===== src/hdl/tcpq_pkg.sv =====
`timescale 1ns / 1ps
// ----------------------------------------------------------------------------
// tcpq_pkg: shared types for the two-class priority queue
// Request and result payloads, operation and status codes, default sizes.
// ----------------------------------------------------------------------------
package tcpq_pkg;

	// default storage sizes
	localparam int DEPTH_DEF  = 16;
	localparam int DATA_W_DEF = 32;

	// fixed field widths of the ports
	localparam int WORD_W = 32;
	localparam int ENT_W  = 5;

	// operation codes
	typedef enum logic {
		OP_ENQ = 1'b0,
		OP_DEQ = 1'b1
	} op_t;

	// status codes
	typedef enum logic [1:0] {
		ST_OK    = 2'd0,
		ST_EMPTY = 2'd1,
		ST_FULL  = 2'd2
	} status_t;

	// request payload
	typedef struct packed {
		op_t               operation;
		logic              priority_low;
		logic [WORD_W-1:0] data_in;
	} req_t;

	// result payload
	typedef struct packed {
		logic [WORD_W-1:0] data_out;
		logic              data_valid;
		status_t           status;
		logic [ENT_W-1:0]  high_entries;
		logic [ENT_W-1:0]  low_entries;
		logic              queue_empty;
	} rsp_t;

endpackage


===== src/hdl/two_class_priority_queue.sv =====
`timescale 1ns / 1ps
// ----------------------------------------------------------------------------
// two_class_priority_queue: bounded queue with a high and a low class
// Each class keeps its words in a ring memory; dequeue prefers the high class.
// ----------------------------------------------------------------------------
// Usage
//   A request (enqueue or dequeue) is taken at a rising edge with start high
//   and busy low. busy stays low: the block takes one request every cycle.
//   Each request gives exactly one result on rsp, marked by done for one
//   cycle, in the cycle after the request is taken.
//   The result carries the dequeued word (zero if none), a status code and
//   both class counts after the request.
//   Class counts and pointers are decided in the request cycle; a dequeue
//   reads its class memory at the request edge and the registered read data
//   forms data_out. Throughput is one request per cycle, set by the single
//   write and read port of each class memory.
//   An enqueue into a full class is dropped with status full; a dequeue with
//   both classes empty returns status empty.
//   Reset clears pointers, counts and the result strobe; memory contents are
//   not cleared and are never read before being written.
//   The receiver cannot stall: each result must be taken in its cycle.
// ----------------------------------------------------------------------------
module two_class_priority_queue
	import tcpq_pkg::*;
#(
	parameter int DEPTH  = DEPTH_DEF,
	parameter int DATA_W = DATA_W_DEF
) (
	input  logic clk,
	input  logic arst_n,
	input  logic start,
	output logic busy,
	input  req_t req,
	output logic done,
	output rsp_t rsp
);

	localparam int PTR_W = (DEPTH > 1) ? $clog2(DEPTH) : 1;
	localparam int CNT_W = $clog2(DEPTH + 1);
	localparam logic [CNT_W-1:0] CNT_FULL = CNT_W'(DEPTH);
	localparam logic [PTR_W-1:0] PTR_LAST = PTR_W'(DEPTH - 1);

	// class memories
	logic [DATA_W-1:0] high_mem [DEPTH];
	logic [DATA_W-1:0] low_mem  [DEPTH];

	logic [PTR_W-1:0] high_rd_ptr_q, high_wr_ptr_q, low_rd_ptr_q, low_wr_ptr_q;
	logic [CNT_W-1:0] high_cnt_q, low_cnt_q;
	logic [CNT_W-1:0] high_cnt_d, low_cnt_d;

	logic accept;
	logic enq_high, enq_low, deq_high, deq_low;
	status_t status_d;

	logic [DATA_W-1:0] wr_word;
	logic [63:0]       in_ext;

	logic              done_s1;
	logic              valid_s1;
	logic              from_high_s1;
	status_t           status_s1;
	logic [ENT_W-1:0]  high_ent_s1, low_ent_s1;
	logic              empty_s1;
	logic [DATA_W-1:0] high_rd_s1, low_rd_s1;

	logic [DATA_W-1:0] rd_word;
	logic [63:0]       out_ext;
	logic [15:0]       high_cnt_ext, low_cnt_ext;

	// every request completes in one pass
	assign busy   = 1'b0;
	assign accept = start && !busy;

	// fit the request word to the stored width
	assign in_ext  = 64'(req.data_in);
	assign wr_word = in_ext[DATA_W-1:0];

	// request decode and class selection
	always_comb begin
		enq_high = 1'b0;
		enq_low  = 1'b0;
		deq_high = 1'b0;
		deq_low  = 1'b0;
		status_d = ST_OK;
		if (accept) begin
			case (req.operation)
				OP_ENQ: begin
					if (!req.priority_low) begin
						if (high_cnt_q == CNT_FULL) status_d = ST_FULL;
						else enq_high = 1'b1;
					end else begin
						if (low_cnt_q == CNT_FULL) status_d = ST_FULL;
						else enq_low = 1'b1;
					end
				end
				OP_DEQ: begin
					if (high_cnt_q != '0) deq_high = 1'b1;
					else if (low_cnt_q != '0) deq_low = 1'b1;
					else status_d = ST_EMPTY;
				end
				default: status_d = ST_OK;
			endcase
		end
	end

	// next class counts
	always_comb begin
		high_cnt_d = high_cnt_q;
		low_cnt_d  = low_cnt_q;
		if (enq_high) high_cnt_d = high_cnt_q + 1'b1;
		if (deq_high) high_cnt_d = high_cnt_q - 1'b1;
		if (enq_low)  low_cnt_d  = low_cnt_q + 1'b1;
		if (deq_low)  low_cnt_d  = low_cnt_q - 1'b1;
	end

	assign high_cnt_ext = 16'(high_cnt_d);
	assign low_cnt_ext  = 16'(low_cnt_d);

	// pointers and counts
	always_ff @(posedge clk or negedge arst_n) begin
		if (!arst_n) begin
			high_rd_ptr_q <= '0;
			high_wr_ptr_q <= '0;
			low_rd_ptr_q  <= '0;
			low_wr_ptr_q  <= '0;
			high_cnt_q    <= '0;
			low_cnt_q     <= '0;
		end else begin
			high_cnt_q <= high_cnt_d;
			low_cnt_q  <= low_cnt_d;
			if (enq_high)
				high_wr_ptr_q <= (high_wr_ptr_q == PTR_LAST) ? '0 : high_wr_ptr_q + 1'b1;
			if (deq_high)
				high_rd_ptr_q <= (high_rd_ptr_q == PTR_LAST) ? '0 : high_rd_ptr_q + 1'b1;
			if (enq_low)
				low_wr_ptr_q <= (low_wr_ptr_q == PTR_LAST) ? '0 : low_wr_ptr_q + 1'b1;
			if (deq_low)
				low_rd_ptr_q <= (low_rd_ptr_q == PTR_LAST) ? '0 : low_rd_ptr_q + 1'b1;
		end
	end

	// high class memory: one write, one registered read
	always_ff @(posedge clk) begin
		if (enq_high) high_mem[high_wr_ptr_q] <= wr_word;
		if (deq_high) high_rd_s1 <= high_mem[high_rd_ptr_q];
	end

	// low class memory: one write, one registered read
	always_ff @(posedge clk) begin
		if (enq_low) low_mem[low_wr_ptr_q] <= wr_word;
		if (deq_low) low_rd_s1 <= low_mem[low_rd_ptr_q];
	end

	// result strobe
	always_ff @(posedge clk or negedge arst_n) begin
		if (!arst_n) begin
			done_s1 <= 1'b0;
		end else begin
			done_s1 <= accept;
		end
	end

	// result fields held for the read cycle
	always_ff @(posedge clk) begin
		if (accept) begin
			valid_s1     <= deq_high || deq_low;
			from_high_s1 <= deq_high;
			status_s1    <= status_d;
			high_ent_s1  <= high_cnt_ext[ENT_W-1:0];
			low_ent_s1   <= low_cnt_ext[ENT_W-1:0];
			empty_s1     <= (high_cnt_d == '0) && (low_cnt_d == '0);
		end
	end

	// pick the read word and fit it to the port width
	assign rd_word = from_high_s1 ? high_rd_s1 : low_rd_s1;
	assign out_ext = 64'(rd_word);

	// result assembly
	always_comb begin
		rsp.data_out     = valid_s1 ? out_ext[WORD_W-1:0] : '0;
		rsp.data_valid   = valid_s1;
		rsp.status       = status_s1;
		rsp.high_entries = high_ent_s1;
		rsp.low_entries  = low_ent_s1;
		rsp.queue_empty  = empty_s1;
	end

	assign done = done_s1;

endmodule

===== config.mk =====
export PLATFORM = sky130hd
export DESIGN_NAME = two_class_priority_queue
export DESIGN_NICKNAME = d
export VERILOG_FILES = /design/src/hdl/tcpq_pkg.sv /design/src/hdl/two_class_priority_queue.sv
export SDC_FILE = /design/constraint.sdc
export NUM_CORES = 1
export LEC_CHECK = 0
export BUFFER_PORTS_ARGS = -buffer_cell sky130_fd_sc_hd__buf_4
export CAP_MARGIN = 20
export CORE_ASPECT_RATIO = 0.5
export CORE_MARGIN = 2
export CORE_UTILIZATION = 35
export DETAILED_ROUTE_END_ITERATION = 16
export PLACE_DENSITY_LB_ADDON = 0.12
export SLEW_MARGIN = 40
export SYNTH_ARGS = -nofsm -noshare
export SYNTH_HDL_FRONTEND = slang
export SYNTH_SLANG_ARGS = --single-unit

===== constraint.sdc =====
create_clock -name clk -period 5.5 [get_ports clk]
set_input_delay 0.825 -clock clk [delete_from_list [all_inputs] [get_ports clk]]
set_output_delay 0.825 -clock clk [all_outputs]
set_load 0.1 [all_outputs]

==> results.md, run 1 <==
- Tot GR Track Use: 16.8%
- Synth Instances: 1798
- Worst-Skew Late Latency: 0.72 ns
- P&R area growth vs syn: 14.2%
- Drt pass-1 iters: 5
- PD cells: 460 nW/um^2
- CTS max path bufs: 3
- Top cell type's share of synthesized area: 76.7%
- Site Rows: 91
- DRC: 0
- Status: finished clean
- CTS Buf Count: 106
- Sequential element share of the synthesized area: 78.3%
- Hold Fails Final Rpt: 0
- Largest net degree at the start of global routing: 69
- Met2 routed WL: 47700 um
- Slew Limit Fails: 0
- Synth top area cells: edfxtp_1 77%, mux4_2 17%, dfrtp_1 1.6%
- VDD IR max: 0.000241 V
- Die height: 252 um
- Starting DRT DRC Count: 2015
- Cell taking the most area after synthesis: edfxtp_1
- Setup Fix Bufs, Post-CTS: 0
- Final period util: 70.7%
- Final Critical Period: 3.89 ns
- Clock Sinks: 1130
- Synth warn: 0
- Worst-margin pin slew: 0.943 ns
- Vias: 18800
- Non-Filler Instances: 3644
- Core region area: 123000 sq um
- Global-route wire length before repair: 150000 um
- Clock Skew: 0.0199 ns
- Hold Crit Class: in2async
- Initial Util: 35.1%
- Setup violations, final: 0
- Root Driver: clkbuf_16
- MaxCap Viol Count: 0
- Post-synthesis cell type count: 58
- Fill count: 10800
- Die X: 501 um
- Post-synth EDFFs: 1103
- Number of H-tree levels: 3
- Mapped cell area: 43200 sq um
- Detailed Route WL: 105000 um
- Final hold slack: 0.0510 ns
- Post-synthesis async set-or-reset flop share: 2.39%
- Clock transition at the registers of the reported paths: 0.06 ns
- Initial antenna violation count: 3
- Port Buffers: 83
- Post-DP HPWL: 64300 um
- RSZ-0062 raised after global routing: no
- Placement Cell Area: 45900 sq um
- Top sig layer: met4
- Remaining Overflow, GRT: 0
- Vias per cell: 5.15
- CP Capture Type: output port
- Post-synth top flop: edfxtp_1
- Syn nets: 1851
- Worst EP arrival: 3.06 ns
- Design Area, Final: 49300 sq um
- Share of layout cells above drive strength 1: 31.1%
- Wl on met1: 50700 um
- LEAKAGE: 15.2 nW
- Cts repair resizes: 0
- Setup TNS: 0 ns
- Max-slew headroom: 35.3%
- Final antenna-violating net count: 0
- Placed Instances: 3440
- Startpoint Class: register
- CTS tree: yes
- I/O pin cnt: 85
- Required time worst endpoint: 4.68 ns
- Die Area: 126000 sq um
- Hold buffers post-CTS: 0
- Routability congestion estimate: 0.737
- Fmax: 0.257 GHz
- WL met3: 4340 um
- Seq cells post-synth: 1130
- Mean Syn Cell Area: 24.0 sq um
- CP max FO: 20
- Final net count: 1975
- Crit path kind: reg2out
- Wire length per cell: 28.7 um
- FF-to-FF setup slack: 2.50 ns
- Vias in the first global route: 19100
## kinds of logic after synthesis
| kind of cell | count (synthesis) | share of synthesized area [%] |
|---|---|---|
| XOR/XNOR | 8 | 0.162 |
| buffers and inverters | 108 | 1.01 |
| AO/OA/AOI/OAI | 44 | 0.701 |
| flip-flops | 1130 | 78.3 |
| AND/OR/NAND/NOR | 138 | 1.93 |
| other | 1 | 0.00868 |
| adder cells (fa/ha/maj) | 16 | 0.464 |
| multiplexers | 353 | 17.5 |
## metrics by stage
stage / power, mW / utilization, % / setup WS, ns
2_1_floorplan: 13.8 / - / 2.21
3_3_place_gp: 15.7 / 37.3 / 1.75
3_5_place_dp: 15.7 / 37.3 / 1.98
4_1_cts: 23.1 / 40.1 / 1.58
5_1_grt: 23.6 / 40.1 / 1.44
6_report: 22.7 / 40.2 / 1.61
## worst max-delay path, stage by stage, from the launching register on
cell      delay [ns]
edfxtp_1        0.62
buf_4           0.51
mux2i_1         0.71
nor2b_1         0.20
buf_4           0.29
## worst paths after layout
path,start,endpoint,cells past startpoint
min in group clk,start,done,1
min reg2reg,high_wr_ptr_q[0],high_wr_ptr_q[0],1
max in group asynchronous,arst_n,low_rd_ptr_q[2],1
min,arst_n,high_wr_ptr_q[1],1
max,from_high_s1,rsp[23],4
max reg2reg,high_cnt_q[0],low_rd_ptr_q[3],9
## power breakdown
group | internal, mW | switching, mW | total (mW)
sequential | 9.93 | 0.464 | 10.4
clock | 4.08 | 3.27 | 7.36
combinational | 2.29 | 2.67 | 4.96
## final cells by class
type | count | area [sq um] | share of cell area [%]
sequential | 1130 | 33800 | 68.6
inverter | 13 | 48.8 | 0.0989
multi-input combinational | 560 | 9040 | 18.3
clock inverter | 70 | 603 | 1.22
timing repair buffer | 111 | 946 | 1.92
tap | 1627 | 2040 | 4.13
clock buffer | 129 | 2820 | 5.72
antenna | 4 | 10.0 | 0.0203
## state kept, by name (all words and copies together), names as in the netlist
signal         count
done               1
empty_s1           1
from_high_s1       1
high_cnt_q         5
high_ent_s1        5
high_mem         512
high_rd_ptr_q      4
high_rd_s1        32
high_wr_ptr_q      4
low_cnt_q          5
low_ent_s1         5
low_mem          512
low_rd_ptr_q       4
low_rd_s1         32
low_wr_ptr_q       4
status_s1          2
valid_s1           1
## cells in the mapped netlist (11+ instances only)
cell type / n
edfxtp_1: 1103
mux4_2: 320
clkbuf_1: 51
buf_1: 36
mux2i_1: 32
nor2b_1: 32
and2_1: 27
dfrtp_1: 27
nand2_1: 21
ha_1: 16
nor2_1: 12
inv_1: 11
## cells in the final DEF (no fill, tap or decap), types with 3 or more instances in the layout
master and count:
a21o_1 3, a21oi_1 8, a311oi_1 4, and2_1 3
and2_4 24, and3_1 3, and4_2 3, and4_4 3
buf_12 9, buf_4 102, bufinv_16 9, clkbuf_1 19
clkbuf_16 110, clkinv_1 31, clkinv_2 21, clkinv_4 3
dfrtp_1 19, dfrtp_4 6, diode_2 4, edfxtp_1 1103
ha_1 16, inv_1 11, mux2i_1 30, mux4_2 320
nand2_1 21, nand3_1 7, nor2_1 10, nor2b_1 32
nor3_1 3, nor3b_1 5, o21ai_0 9, or3_1 3
xnor2_1 7
## per-layer routing
layer	vias to the layer above	track usage [%]
met5	-	0
met4	0	4.11
met3	128	3.12
met2	427	25.1
met1	10300	25.3
li1	7951	-
No activity file was read; power rests on OpenSTA's default activity.
==> run 2, diff against run 1 <==
ABC_AREA = 1   (was not set)
clock period = 4.05 ns   (was 5.5 ns; I/O delays follow)
==> run 2 against run 1 <==
  * Area after synthesis is 2.9% higher
  * Setup slack worse by 1.0 ns
  * Wire length is 23% higher
  * Critical endpoint is now rsp[45]
  * Largest power group unchanged
==> results.md, run 2 <==
- Design Area, Final: 50800 sq um (was 49300 sq um)
- Crit. Startpoint: from_high_s1 (unchanged)
- Post-synth EDFFs: 1103 (unchanged)
- Share of layout cells above drive strength 1: 11.1% (was 31.1%)
- RSZ-0062 raised after global routing: no (unchanged)
- Initial Util: 35.3% (was 35.1%)
- Hold Fails Final Rpt: 0 (unchanged)
- Global-route wire length before repair: 186000 um (was 150000 um)
- Synth warn: 0 (unchanged)
- Clock transition at the registers of the reported paths: 0.06 ns (about the same)
- Xor/xnor share of the synthesized area: 0.158% (was 0.162%)
- Slew Limit Fails: 0 (unchanged)
- Worst-margin pin slew: 0.938 ns (was 0.943 ns)
- Crit path max-delay cell type: edfxtp_1 (was mux2i_1)
- Routability congestion estimate: 0.841 (was 0.737)
- Most frequent cell after synthesis: edfxtp_1 (unchanged)
- Status: finished clean (unchanged)
- Mux contribution to synthesized area: 0.766% (was 17.5%)
- Drt pass-1 iters: 5 (unchanged)
- Largest net degree at the start of global routing: 125 (was 69)
- CTS max path bufs: 3 (unchanged)
- Multi-input combinational cell area: 9750 sq um (was 9040 sq um)
- Max-slew headroom: 37.3% (was 35.3%)
- PD cells: 643 nW/um^2 (was 460 nW/um^2)
- Mapped cell area: 44400 sq um (was 43200 sq um)
- Hold buffers post-CTS: 1 (was 0)
- CTS tree: yes (unchanged)
- Final net count: 3397 (was 1975)
- Worst-Skew Late Latency: 0.72 ns (about the same)
- DRC: 0 (unchanged)
- Top cell type's share of synthesized area: 74.5% (was 76.7%)
- Final period util: 85.3%
- Main combinational cell family by area after synthesis: simple AND/OR/NAND/NOR gates (was multiplexers)
- Clock Skew: 0.0196 ns (was 0.0199 ns)
- Syn nets: 3337 (was 1851)
- Wire length per cell: 25.1 um (was 28.7 um)
- Commonest non-fill, non-tap cells in the layout: 1103 x edfxtp_1, 773 x nor2_1, 410 x o21ai_0, 200 x nand2_1, 147 x buf_4 (was 1103 x edfxtp_1, 320 x mux4_2, 110 x clkbuf_16, 102 x buf_4, 32 x nor2b_1)
- Crit path largest cell delay: 0.69 ns (was 0.71 ns)
- Vias per cell: 5.24 (was 5.15)
- Synth Area in Adders: 0.451% (was 0.464%)
- Number of H-tree levels: 3 (unchanged)
- MaxCap Viol Count: 0 (unchanged)
- Placement Cell Area: 47300 sq um (was 45900 sq um)
- CP max FO: 25 (was 20)
- Hold Path Origin: start
- Fill count: 11800 (was 10800)
- Post-synthesis async set-or-reset flop share: 2.39% (unchanged)
- Cell taking the most area after synthesis: edfxtp_1 (unchanged)
- LEAKAGE: 16.4 nW (was 15.2 nW)
- Required time worst endpoint: 3.44 ns (was 4.68 ns)
- Clock Sinks: 1130 (unchanged)
- Initial antenna violation count: 10 (was 3)
- Largest regs: high_mem (512), low_mem (512) (unchanged)
- Post-synth top flop: edfxtp_1 (unchanged)
- I/O pin cnt: 85 (unchanged)
- N_diodes: 0 (was 4)
- Post-synthesis cell type count: 34 (was 58)
- Synth Instances: 3284 (was 1798)
- Setup Fix Bufs, Post-CTS: 0 (unchanged)
- FF-to-FF Start: high_cnt_q[0] (unchanged)
- VDD IR max: 0.000643 V (was 0.000241 V)
- Crit-path most repeated cell: nor2_1 (was buf_4)
- Hold Crit Class: in2reg (was in2async)
- Detailed Route WL: 129000 um (was 105000 um)
- Final hold slack: 0.175 ns (was 0.0510 ns)
- Startpoint Class: register (unchanged)
- Setup violations, final: 0 (unchanged)
- Synth top area cells: edfxtp_1 75%, nor2_1 6.8%, o21ai_0 4.6% (was edfxtp_1 77%, mux4_2 17%, dfrtp_1 1.6%)
- Mean Syn Cell Area: 13.5 sq um (was 24.0 sq um)
- Core region area: 126000 sq um (was 123000 sq um)
- CTS Buf Count: 106 (unchanged)
- Worst EP arrival: 2.85 ns (was 3.06 ns)
- Cts repair resizes: 0 (unchanged)
- Most instantiated cells after synthesis: 1103 x edfxtp_1, 807 x nor2_1, 410 x o21ai_0 (was 1103 x edfxtp_1, 320 x mux4_2, 51 x clkbuf_1)
- Die height: 256 um (was 252 um)
- Simple-gate share of the synthesized area: 10.4% (was 1.93%)
- Synth Area in Compound Gates: 9.61% (was 0.701%)
- Seq. cell area: 33800 sq um (about the same)
- Port Buffers: 83 (unchanged)
- P&R area growth vs syn: 14.2% (about the same)
- Die X: 508 um (was 501 um)
- Critical-path cell list: inv_1, buf_12, nor2_1, nor2_1, buf_4 (was buf_4, mux2i_1, nor2b_1, buf_4)
- Commonest non-fill, non-tap cell in the layout: edfxtp_1 (unchanged)
- Starting DRT DRC Count: 2692 (was 2015)
- Root Driver: clkbuf_16 (unchanged)
- Remaining Overflow, GRT: 0 (unchanged)
- Vias in the first global route: 25600 (was 19100)
- Vias: 26900 (was 18800)
- Seq cells post-synth: 1130 (unchanged)
- Tot GR Track Use: 19.5% (was 16.8%)
- Site Rows: 92 (was 91)
- Post-DP HPWL: 77100 um (was 64300 um)
- Crit path kind: reg2out (unchanged)
- Final Critical Period: 3.45 ns
- Sequential element share of the synthesized area: 76.1% (was 78.3%)
- Setup TNS: 0 ns (unchanged)
- Fmax: 0.290 GHz
- CP Capture Type: output port (unchanged)
- Die Area: 130000 sq um (was 126000 sq um)
- Final antenna-violating net count: 0 (unchanged)
==> run 2: cell count changes after synthesis, moves of 32 or more <==
cell	before	now
nor2_1	12	807
o21ai_0	9	410
mux4_2	320	0
nand2_1	21	200
o32ai_1	0	128
nand3_1	7	124
o211ai_1	2	94
clkbuf_1	51	121
buf_2	2	57
o221ai_1	0	35
nor2b_1	32	0
==> run 2: layer usage <==
layer	track usage, %	part of all wire [%]	up-vias
li1	-	-	12300
met3	3.00	5.4	138
met2	29.3	45	687
met5	0	0.010	-
met4	4.45	2.0	2
met1	29.7	48	13800
==> run 2: where the power goes <==
part / switching [mW] / internal [mW]
Combinational: 6.22 / 2.24
Clock: 4.50 / 5.64
Sequential: 0.488 / 13.5
Total: 11.2 / 21.4
==> run 2: stage by stage <==
step	cells	util, %	setup slack (ns)	power, mW
after global routing	5125	40.3	0.512	34.2
after detailed placement	4926	37.5	0.848	22.8
final	5125	40.3	0.597	32.6
after global placement	4923	37.5	0.884	22.8
after CTS	5124	40.3	0.539	32.9
after floorplan	3284	-	0.915	19.6
==> run 2: path summary, 6_finish.rpt <==
| kind | to | slack (ns) | depth (start not counted) |
|---|---|---|---|
| min in group asynchronous | low_wr_ptr_q[2] | 0.43 | 2 |
| worst min-delay path | done | 0.17 | 1 |
| worst max register to register | high_mem[14][24] | 1.05 | 8 |
| worst min register to register | high_rd_ptr_q[3] | 0.51 | 1 |
| max in group asynchronous | high_rd_ptr_q[0] | 3.18 | 2 |
| worst max-delay path | rsp[45] | 0.60 | 5 |
==> run 2: worst max-delay path: cells and delay by family (launching register included) <==
kind / cells / cell delay (ns)
buffers and inverters: 3 / 0.95
DFF: 1 / 0.69
and+or+nand+nor: 2 / 0.47
==> run 2: cell type report <==
| cell class | count | area share [%] |
|---|---|---|
| multi-input combinational | 1897 | 19.2 |
| clock buffer | 131 | 5.54 |
| tap | 1692 | 4.17 |
| timing repair buffer | 165 | 2.86 |
| clock inverter | 66 | 1.27 |
| inverter | 44 | 0.350 |
| sequential | 1130 | 66.6 |
==> run 2: kinds of logic (layout without fill, tap and decap cells) <==
family / count (synthesis) / count (layout)
mux: 34 / 34
flops: 1130 / 1130
simple gates: 1155 / 1155
xor+xnor: 8 / 8
other cells: 1 / 1
compound gates: 683 / 683
fa+ha+maj: 16 / 16
buf+inv: 257 / 406
